<file path="src/design/banded_lcss_similarity_assert.svh">
// ----------------------------------------------------------------------------
// banded_lcss_similarity_assert.svh
// Assertion macros used by the banded LCSS cell stage (blsim_cell).
// ----------------------------------------------------------------------------
`ifndef BANDED_LCSS_SIMILARITY_ASSERT_SVH
`define BANDED_LCSS_SIMILARITY_ASSERT_SVH

// same-cycle implication, clocked on i_clk, off during reset
`define BLSIM_ASSERT_IMP(lbl, ante, cons, msg) \
    lbl: assert property (@(posedge i_clk) disable iff (!i_rst_n) (ante) |-> (cons)) \
        else $error(msg);

// next-cycle implication, clocked on i_clk, off during reset
`define BLSIM_ASSERT_NXT(lbl, ante, cons, msg) \
    lbl: assert property (@(posedge i_clk) disable iff (!i_rst_n) (ante) |=> (cons)) \
        else $error(msg);

`endif

</file>
<file path="src/design/blsim_pkg.sv">
// ----------------------------------------------------------------------------
// blsim_pkg
// Shared widths, register indexes and types of the banded LCSS block.
// ----------------------------------------------------------------------------
package blsim_pkg;

    localparam int VAL_W      = 11;
    localparam int DIST_W     = 32;
    localparam int REFLEN_W   = 11;
    localparam int BAND_W     = 13;
    localparam int CFG_IDX_W  = 2;
    localparam int CFG_DATA_W = 32;

    typedef logic [VAL_W-1:0] t_val;

    localparam t_val VALUE_CAP = '1;

    localparam logic [CFG_IDX_W-1:0] REG_REF_LENGTH      = 2'd0;
    localparam logic [CFG_IDX_W-1:0] REG_MATCH_THRESHOLD = 2'd1;
    localparam logic [CFG_IDX_W-1:0] REG_BAND_WIDTH      = 2'd2;

    typedef struct packed {
        logic match;
        logic first_row;
        logic col_zero;
        logic last;
        logic too_long;
    } t_cell_ctl;

endpackage

</file>
<file path="src/design/blsim_if.sv">


interface blsim_cfg_if;
    import blsim_pkg::*;
    logic                  valid;
    logic                  ready;
    logic [CFG_IDX_W-1:0]  index;
    logic [CFG_DATA_W-1:0] data;
    modport source (output valid, output index, output data, input ready);
    modport sink   (input valid, input index, input data, output ready);
endinterface

</file>
<file path="src/design/blsim_seq.sv">
// ----------------------------------------------------------------------------
// blsim_seq
// Register file and cell sequencer: tracks row and column, clamps the
// reference length, evaluates the band and threshold test per cell.
// ----------------------------------------------------------------------------
module blsim_seq #(
    parameter int MAX_REF_FRAMES   = 1024,
    parameter int MAX_INPUT_FRAMES = 4096
) (
    input  logic                          i_clk,
    input  logic                          i_rst_n,
    blsim_cfg_if.sink                     i_cfg,
    input  logic                          i_load,
    input  logic [blsim_pkg::DIST_W-1:0]  i_pair_distance,
    input  logic                          i_last_cell,
    output logic [((MAX_REF_FRAMES > 1) ? $clog2(MAX_REF_FRAMES) : 1)-1:0] o_col,
    output blsim_pkg::t_cell_ctl          o_ctl
);
    import blsim_pkg::*;

    localparam int AW  = (MAX_REF_FRAMES > 1) ? $clog2(MAX_REF_FRAMES) : 1;
    localparam int CLW = $clog2(MAX_REF_FRAMES + 1);
    localparam int WW  = (REFLEN_W > CLW) ? REFLEN_W : CLW;
    localparam int RW  = $clog2(MAX_INPUT_FRAMES + 2);
    localparam int G1  = (RW > AW + 1) ? RW : AW + 1;
    localparam int GW  = (G1 > BAND_W) ? G1 : BAND_W;

    logic [REFLEN_W-1:0] r_ref_length;
    logic [DIST_W-1:0]   r_threshold;
    logic [BAND_W-1:0]   r_band;
    logic [AW-1:0]       r_col;
    logic [RW-1:0]       r_row;
    logic                r_ovf;

    logic [WW-1:0] ref_w;
    logic [WW-1:0] len;
    logic [WW-1:0] col_w;
    logic [WW-1:0] col_eff;
    logic [WW-1:0] col_inc;
    logic [GW-1:0] i_g;
    logic [GW-1:0] j_g;
    logic [GW-1:0] gap;
    logic          row_over;
    logic [RW-1:0] n_row;

    assign i_cfg.ready = 1'b1;

    always_ff @(posedge i_clk) begin
        if (!i_rst_n) begin
            r_ref_length <= REFLEN_W'(1);
            r_threshold  <= '0;
            r_band       <= '0;
        end else if (i_cfg.valid) begin
            case (i_cfg.index)
                REG_REF_LENGTH:      r_ref_length <= i_cfg.data[REFLEN_W-1:0];
                REG_MATCH_THRESHOLD: r_threshold  <= i_cfg.data[DIST_W-1:0];
                REG_BAND_WIDTH:      r_band       <= i_cfg.data[BAND_W-1:0];
                default: ;
            endcase
        end
    end

    always_comb begin
        ref_w = WW'(r_ref_length);
        if (ref_w == '0) begin
            len = WW'(1);
        end else if (ref_w > WW'(MAX_REF_FRAMES)) begin
            len = WW'(MAX_REF_FRAMES);
        end else begin
            len = ref_w;
        end
        col_w   = WW'(r_col);
        col_eff = (col_w >= len) ? (len - WW'(1)) : col_w;
        col_inc = col_eff + WW'(1);
        i_g     = GW'(r_row);
        j_g     = GW'(col_eff) + GW'(1);
        gap     = (i_g > j_g) ? (i_g - j_g) : (j_g - i_g);
        row_over = r_row > RW'(MAX_INPUT_FRAMES);
        n_row   = row_over ? r_row : (r_row + RW'(1));
    end

    assign o_col          = col_eff[AW-1:0];
    assign o_ctl.match    = (gap <= GW'(r_band)) && (i_pair_distance < r_threshold);
    assign o_ctl.first_row = r_row <= RW'(1);
    assign o_ctl.col_zero = col_eff == '0;
    assign o_ctl.last     = i_last_cell;
    assign o_ctl.too_long = r_ovf || row_over;

    always_ff @(posedge i_clk) begin
        if (!i_rst_n) begin
            r_col <= '0;
            r_row <= RW'(1);
            r_ovf <= 1'b0;
        end else if (i_load) begin
            if (i_last_cell) begin
                r_col <= '0;
                r_row <= RW'(1);
                r_ovf <= 1'b0;
            end else if (col_inc >= len) begin
                r_col <= '0;
                r_row <= n_row;
                if (n_row > RW'(MAX_INPUT_FRAMES)) begin
                    r_ovf <= 1'b1;
                end
            end else begin
                r_col <= col_inc[AW-1:0];
            end
        end
    end

endmodule

</file>
<file path="src/flat_wrapper.sv">
// flat-port wrapper written by rule: the top's interface ports become plain ports
module blsim_seq_flat import blsim_pkg::*;
#(
    parameter int MAX_REF_FRAMES   = 1024,
    parameter int MAX_INPUT_FRAMES = 4096
)
  (i_clk, i_rst_n, i_load, i_pair_distance, i_last_cell, o_col, o_ctl, i_cfg_valid, i_cfg_index, i_cfg_data, i_cfg_ready);
  blsim_cfg_if i_cfg_i ();
  input  logic i_clk;
  input  logic i_rst_n;
  input  logic i_load;
  input  logic [blsim_pkg::DIST_W-1:0] i_pair_distance;
  input  logic i_last_cell;
  output logic [((MAX_REF_FRAMES > 1) ? $clog2(MAX_REF_FRAMES) : 1)-1:0] o_col;
  output blsim_pkg::t_cell_ctl o_ctl;
  input wire logic [$bits(i_cfg_i.valid)-1:0] i_cfg_valid;
  input wire logic [$bits(i_cfg_i.index)-1:0] i_cfg_index;
  input wire logic [$bits(i_cfg_i.data)-1:0] i_cfg_data;
  output wire logic [$bits(i_cfg_i.ready)-1:0] i_cfg_ready;
  assign i_cfg_i.valid = i_cfg_valid;
  assign i_cfg_i.index = i_cfg_index;
  assign i_cfg_i.data = i_cfg_data;
  assign i_cfg_ready = i_cfg_i.ready;
  blsim_seq #(.MAX_REF_FRAMES(MAX_REF_FRAMES), .MAX_INPUT_FRAMES(MAX_INPUT_FRAMES)) u_core (.i_clk(i_clk), .i_rst_n(i_rst_n), .i_cfg(i_cfg_i), .i_load(i_load), .i_pair_distance(i_pair_distance), .i_last_cell(i_last_cell), .o_col(o_col), .o_ctl(o_ctl));
endmodule
</file>
<file path="config.mk">
export PLATFORM = sky130hd
export DESIGN_NAME = blsim_seq_flat
export DESIGN_NICKNAME = d
export VERILOG_FILES = /design/src/design/banded_lcss_similarity_assert.svh /design/src/design/blsim_pkg.sv /design/src/design/blsim_if.sv /design/src/design/blsim_seq.sv /design/src/flat_wrapper.sv
export SDC_FILE = /design/constraint.sdc
export NUM_CORES = 1
export LEC_CHECK = 0
export BUFFER_PORTS_ARGS = -buffer_cell sky130_fd_sc_hd__buf_2
export CORE_MARGIN = 5
export CORE_UTILIZATION = 55
export DETAILED_ROUTE_END_ITERATION = 7
export GPL_TIMING_DRIVEN = 0
export PLACE_DENSITY = 0.76
export SETUP_SLACK_MARGIN = 0.15
export SYNTH_ARGS = -nofsm -noshare
export SYNTH_HDL_FRONTEND = slang
export SYNTH_SLANG_ARGS = --single-unit
</file>
<file path="constraint.sdc">
create_clock -name i_clk -period 25.5 [get_ports i_clk]
set_input_delay 2.55 -clock i_clk [delete_from_list [all_inputs] [get_ports i_clk]]
set_output_delay 2.55 -clock i_clk [all_outputs]
set_load 0.01 [all_outputs]
</file>
; Word level (Yosys, flattened, before mapping)
; Index checks and enable logic that the tools add are counted.
[word_totals]
output_inout_bits = 16
input_bits = 71
reg_bits = 80
[classes]
order_cmp = 9
reduce_logical = 12
eq_ne = 2
mux = 12
add_sub_neg = 6
[ops]
columns = operator, n
row1 = 13-bit two-way mux, 4
row2 = 11-bit two-way mux, 3
row3 = 32-bit < comparator, 1
row4 = "13-bit greater-than comparator, second input constant", 2
row5 = 13-bit subtractor, 2
row6 = 11-bit zero test, 2
row7 = 10-bit two-way mux, 2
row8 = "13-bit by 1-bit adder with 13-bit output, second input constant", 1
row9 = 13-bit greater-than comparator, 1
row10 = "13-bit by 1-bit <= comparator with 1-bit output, second input constant", 1
row11 = 13-bit <= comparator, 1
row12 = "11-bit by 1-bit adder with 12-bit output, second input constant", 1
row13 = "11-bit by 1-bit adder with 11-bit output, second input constant", 1
row14 = 10-bit by 11-bit greater-or-equal comparator with 1-bit output, 1
row15 = 11-bit greater-or-equal comparator, 1
row16 = "11-bit greater-than comparator, second input constant", 1
row17 = "11-bit by 1-bit subtractor with 11-bit output, second input constant", 1
row18 = 2-bit AND reduction, 4
row19 = 2-bit nonzero test, 2
row20 = 1-bit two-way mux, 3
row21 = 3-bit AND reduction, 1
row22 = "2-bit by 1-bit equality test with 1-bit output, second input constant", 1
row23 = "2-bit equality test, second input constant", 1
row24 = 2-bit zero test, 1
row25 = 2 further kinds, 2

; Logic depth before layout (Yosys ltp)
[logic_depth]
depth_word = 10
ltp_mapped = 42
mapped_depth_nobuf = 37

; Least setup slack after synthesis
; OpenSTA, ideal clock, no wires.
[synth_timing]
path_type = register -> output
start = register u_core.r_ref_length[4]
end = output port o_ctl[4] in the netlist's numbering
required_ns = 22.950
slack_ns = 15.436
path_buffers = 5
stages_incl_launch_ff = 40
arrival_time_ns = 7.514
path_cell_list = dfxtp_1 buf_6 or4_1 nor3_2 a21oi_1 nor2_1 ha_1 nand2b_1 a31oi_1 o21bai_1 a21o_1 buf_1 clkbuf_1 o21ai_0 inv_1 ha_1 nand3_1 mux2_2 [4 not listed] buf_6 nand2_1 nor2_1 o21ai_0 o311ai_4 o21ai_4 buf_12 mux2i_1 xnor2_1 ha_1 a21o_1 a21o_1 a21oi_1 o21ai_0 and3_1 o21ai_0 a21oi_1 a211oi_1
[synth_rtl]
columns = item, line_no
row1 = "start, declared", blsim_seq.sv:28  ; logic [REFLEN_W-1:0] r_ref_length;
row2 = "start signal, assigned", blsim_seq.sv:55  ; REG_REF_LENGTH: r_ref_length <= i_cfg.data[REFLEN_W-1:0];
row3 = "end, declared", flat_wrapper.sv:15  ; output blsim_pkg::t_cell_ctl o_ctl;

==> flow_summary_export.csv <==
group,metric,value,unit
cts,clk_path_buf_depth,2,
cells_and_area,drive_gt1_share,13.08,%
cts,cts_tree,"done",
sta,fmax,81.92,MHz
cts,cts_resized,0,
cells_and_area,finish.utilization,64.10,%
drt,viasPerCell,5.637,
sta,min_period,12210,ps
critical_path,reg2reg_depth,30,
critical_path,crit_fanout,10,
cts,hold_buffers,0,
floorplanning,chipWidth,121.1,µm
synth,synth_top_area_cell,"dfxtp_1",
synth,ys_seq_area_share,23.61,%
floorplanning,row_count,40,
placement,dp_hpwl,14.26,mm
critical_path,critPathKind,"flip-flop to output pin",
placement,placed_cells,1146,
synth,yosys_warnings,0,
synth,yosysTopAreaCellShare,23.61,%
global_routing,grt_pass1_wl,29.30,mm
critical_path,worstPathRequired,22950,ps
drt,detail_route.wl_per_cell,15.33,µm
synth,synth_edf_count,0,
sta,final.setup_skew,8.692,ps
cts,cts_buffers,9,
synth,postSynthAreaPerCell,7.604,µm²
synth,synthTopCellsByArea,"dfxtp_1 (24%), ha_1 (17%), nand2_1 (7.5%), a21oi_1 (7.1%), mux2i_1 (4.9%)",
sta,hold_viol,0,
cts,htree_levels,3,
sta,slew_viol_final,0,
global_routing,grt_overflow_total,0,
cells_and_area,area_growth,13.98,%
critical_path,r2r-start,"u_core.r_ref_length[4]",
floorplanning,die_h,121.1,µm
worst_hold_path,hold_path_depth,2,
sta,layout_setup_ws,13290,ps
cts,clk_latency,350,ps
synth,synth_cells,892,
critical_path,cpMaxStageDelayCell,"o32ai_1",
global_routing,grt_start_max_net_pins,17,
critical_path,worst_path_most_repeated_cell,"o21ai_0",
critical_path,start_kind,"flip-flop",
cells_and_area,fill_cells,1123,
pwr,p_per_area,146.0,nW/µm²
cells_and_area,antenna_cells,0,
drt,wl,17.82,mm
floorplanning,core_area,12060,µm²
cts,cts_root_buf,"clkbuf_16",
drt,drt-initial-drc-count,428,
run_status,violations,"max-capacitance violations",
drt,vias,6550,
run,maxCapViolations,1,
global_routing,grt_usage,24.65,%
cells_and_area,stdcell_count,1162,
drt,ant_nets,0,
sta,setup_tns,0,ps
pwr,peakVddDrop,0.1688,mV
critical_path,crit_path_start,"u_core.r_ref_length[4]",
sta,finalSetupViolations,0,
critical_path,max_stage_delay,630,ps
run_status,status,"complete, but fails checks",
pwr,p_leak,3.297,nW
critical_path,cp-end-kind,"output pin",
sta,rsz0062_at_grt,"no",
placement,dp_slack,13760,ps
drt,drc_errors,0,
sta,worst_pin_slew,1475,ps
floorplanning,start_util,56.23,%
cts,clkSinkCount,80,
floorplanning,fp.dieArea,14650,µm²
cts,cts_setup_buffers,0,
synth,synthArstFlopShare,0,%
global_routing,first_global_vias,6019,
worst_hold_path,whs_endpoint,"u_core.r_threshold[25]",
drt,drtPass1Iterations,7,
global_routing,antenna_found_initial,0,
critical_path,worstPathArrival,9660,ps
placement,gp_congestion,0.9438,
worst_hold_path,hold_start,"u_core.r_threshold[25]",
sta,max_slew_margin,0.7473,%
cts,clk_pin_slew,70,ps
sta,fin_crit_sh,47.87,%
worst_hold_path,hold_class,"flip-flop to flip-flop",
floorplanning,ioPinCount,87,
synth,synth_area,6783,µm²
synth,ys_seq_elements,80,
synth,ys.flop_type,"dfxtp_1",
pwr,power,1.129,mW
synth,netlist-cell-type-count,79,
critical_path,r2r_end,"u_core.i_g[7]",
critical_path,r2r_slack,18210,ps
cells_and_area,layout.nets,1154,
placement,portBuffers,85,
==> area by class of cell <==
class                      count  area, µm²  area share [%]
clock buffer                   9      225.2           2.913
buffer                        42      222.7           2.881
multi-input combinational    688       4651           60.16
inverter                      83      311.5           4.030
timing repair buffer          85      425.4           5.503
tap                          168      210.2           2.719
clock inverter                 7      83.83           1.084
sequential                    80       1602           20.72
==> how the worst max path moves through the flow <==
stage,to
4_1_cts,o_ctl[4]
5_1_grt,o_ctl[4]
3_3_place_gp,o_ctl[4]
6_report,o_ctl[4]
2_1_floorplan,o_ctl[4]
3_5_place_dp,o_ctl[4]
==> sequential cells by signal (all words and copies together) (netlist names) <==
name,flops
u_core.r_ovf,1
u_core.r_band,13
u_core.r_ref_length,11
u_core.r_col,10
u_core.r_threshold,32
u_core.i_g,13
==> cells in the mapped netlist, drive strengths merged (5+ instances only) <==
| cell | instances |
|---|---|
| o211ai | 5 |
| dfxtp | 80 |
| buf | 10 |
| nor2 | 48 |
| clkbuf | 32 |
| o21a | 6 |
| a31oi | 15 |
| nand2b | 15 |
| a21o | 25 |
| mux2i | 33 |
| nor3 | 16 |
| nand2 | 136 |
| xnor2 | 17 |
| nor4 | 6 |
| o21ai | 41 |
| nand4 | 15 |
| nand3 | 25 |
| nor2b | 12 |
| or3 | 5 |
| xor2 | 7 |
| a21oi | 96 |
| and3 | 9 |
| ha | 92 |
| inv | 82 |
==> kinds of logic (layout without fill, tap and decap cells) <==
logic type / Yosys count / after routing / synth area share (%)
other: 2 / 3 / 0.1107
and+or+nand+nor: 307 / 307 / 21.58
muxes: 35 / 35 / 5.202
xor gates and xnor gates: 24 / 24 / 3.210
adders and majority gates: 94 / 94 / 17.56
buffers and inverters: 125 / 226 / 7.877
AOI/OAI and AO/OA: 225 / 225 / 20.85
DFF: 80 / 80 / 23.61
==> critical path, delay by kind of cell (launching register included) <==
family | cells | cell delay (ps)
compound gates | 16 | 3270
fa+ha+maj | 4 | 1090
buf+inv | 7 | 1730
flops | 1 | 310
mux | 2 | 640
simple gates | 12 | 2250
==> cell usage in the layout (no fill, tap or decap), drive strengths merged, types with 15 or more instances in the layout <==
cell type / netlist / final
a21o: 25 / 25
mux2i: 33 / 33
inv: 82 / 87
buf: 10 / 95
nand2b: 15 / 15
a31oi: 15 / 15
nand2: 136 / 136
clkbuf: 32 / 41
nand4: 15 / 15
ha: 92 / 92
nor3: 16 / 16
a21oi: 96 / 96
nor2: 48 / 48
dfxtp: 80 / 80
o21ai: 41 / 41
nand3: 25 / 25
xnor2: 17 / 17
==> per-layer routing <==
metal	vias up	global-route usage, %	share of wire [%]
li1	3324	-	-
met1	2971	32.49	46
met2	222	40.74	46
met3	33	4.709	5.9
met4	0	7.578	2.0
met5	-	0	0
==> stage by stage <==
stage	instance area, µm²	hold slack, ps
floorplan	6787	428.0
global placement	7422	440.2
detailed placement	7422	446.3
CTS	7731	456.0
global route	7731	473.6
finish	7731	453.8
==> power breakdown <==
part	internal [mW]	switching (mW)	total [mW]
sequential	0.131	0.00789	0.139
clock	0.0780	0.0591	0.137
combinational	0.385	0.467	0.853
total	0.595	0.534	1.13
Power figures use the tool's default switching activity.
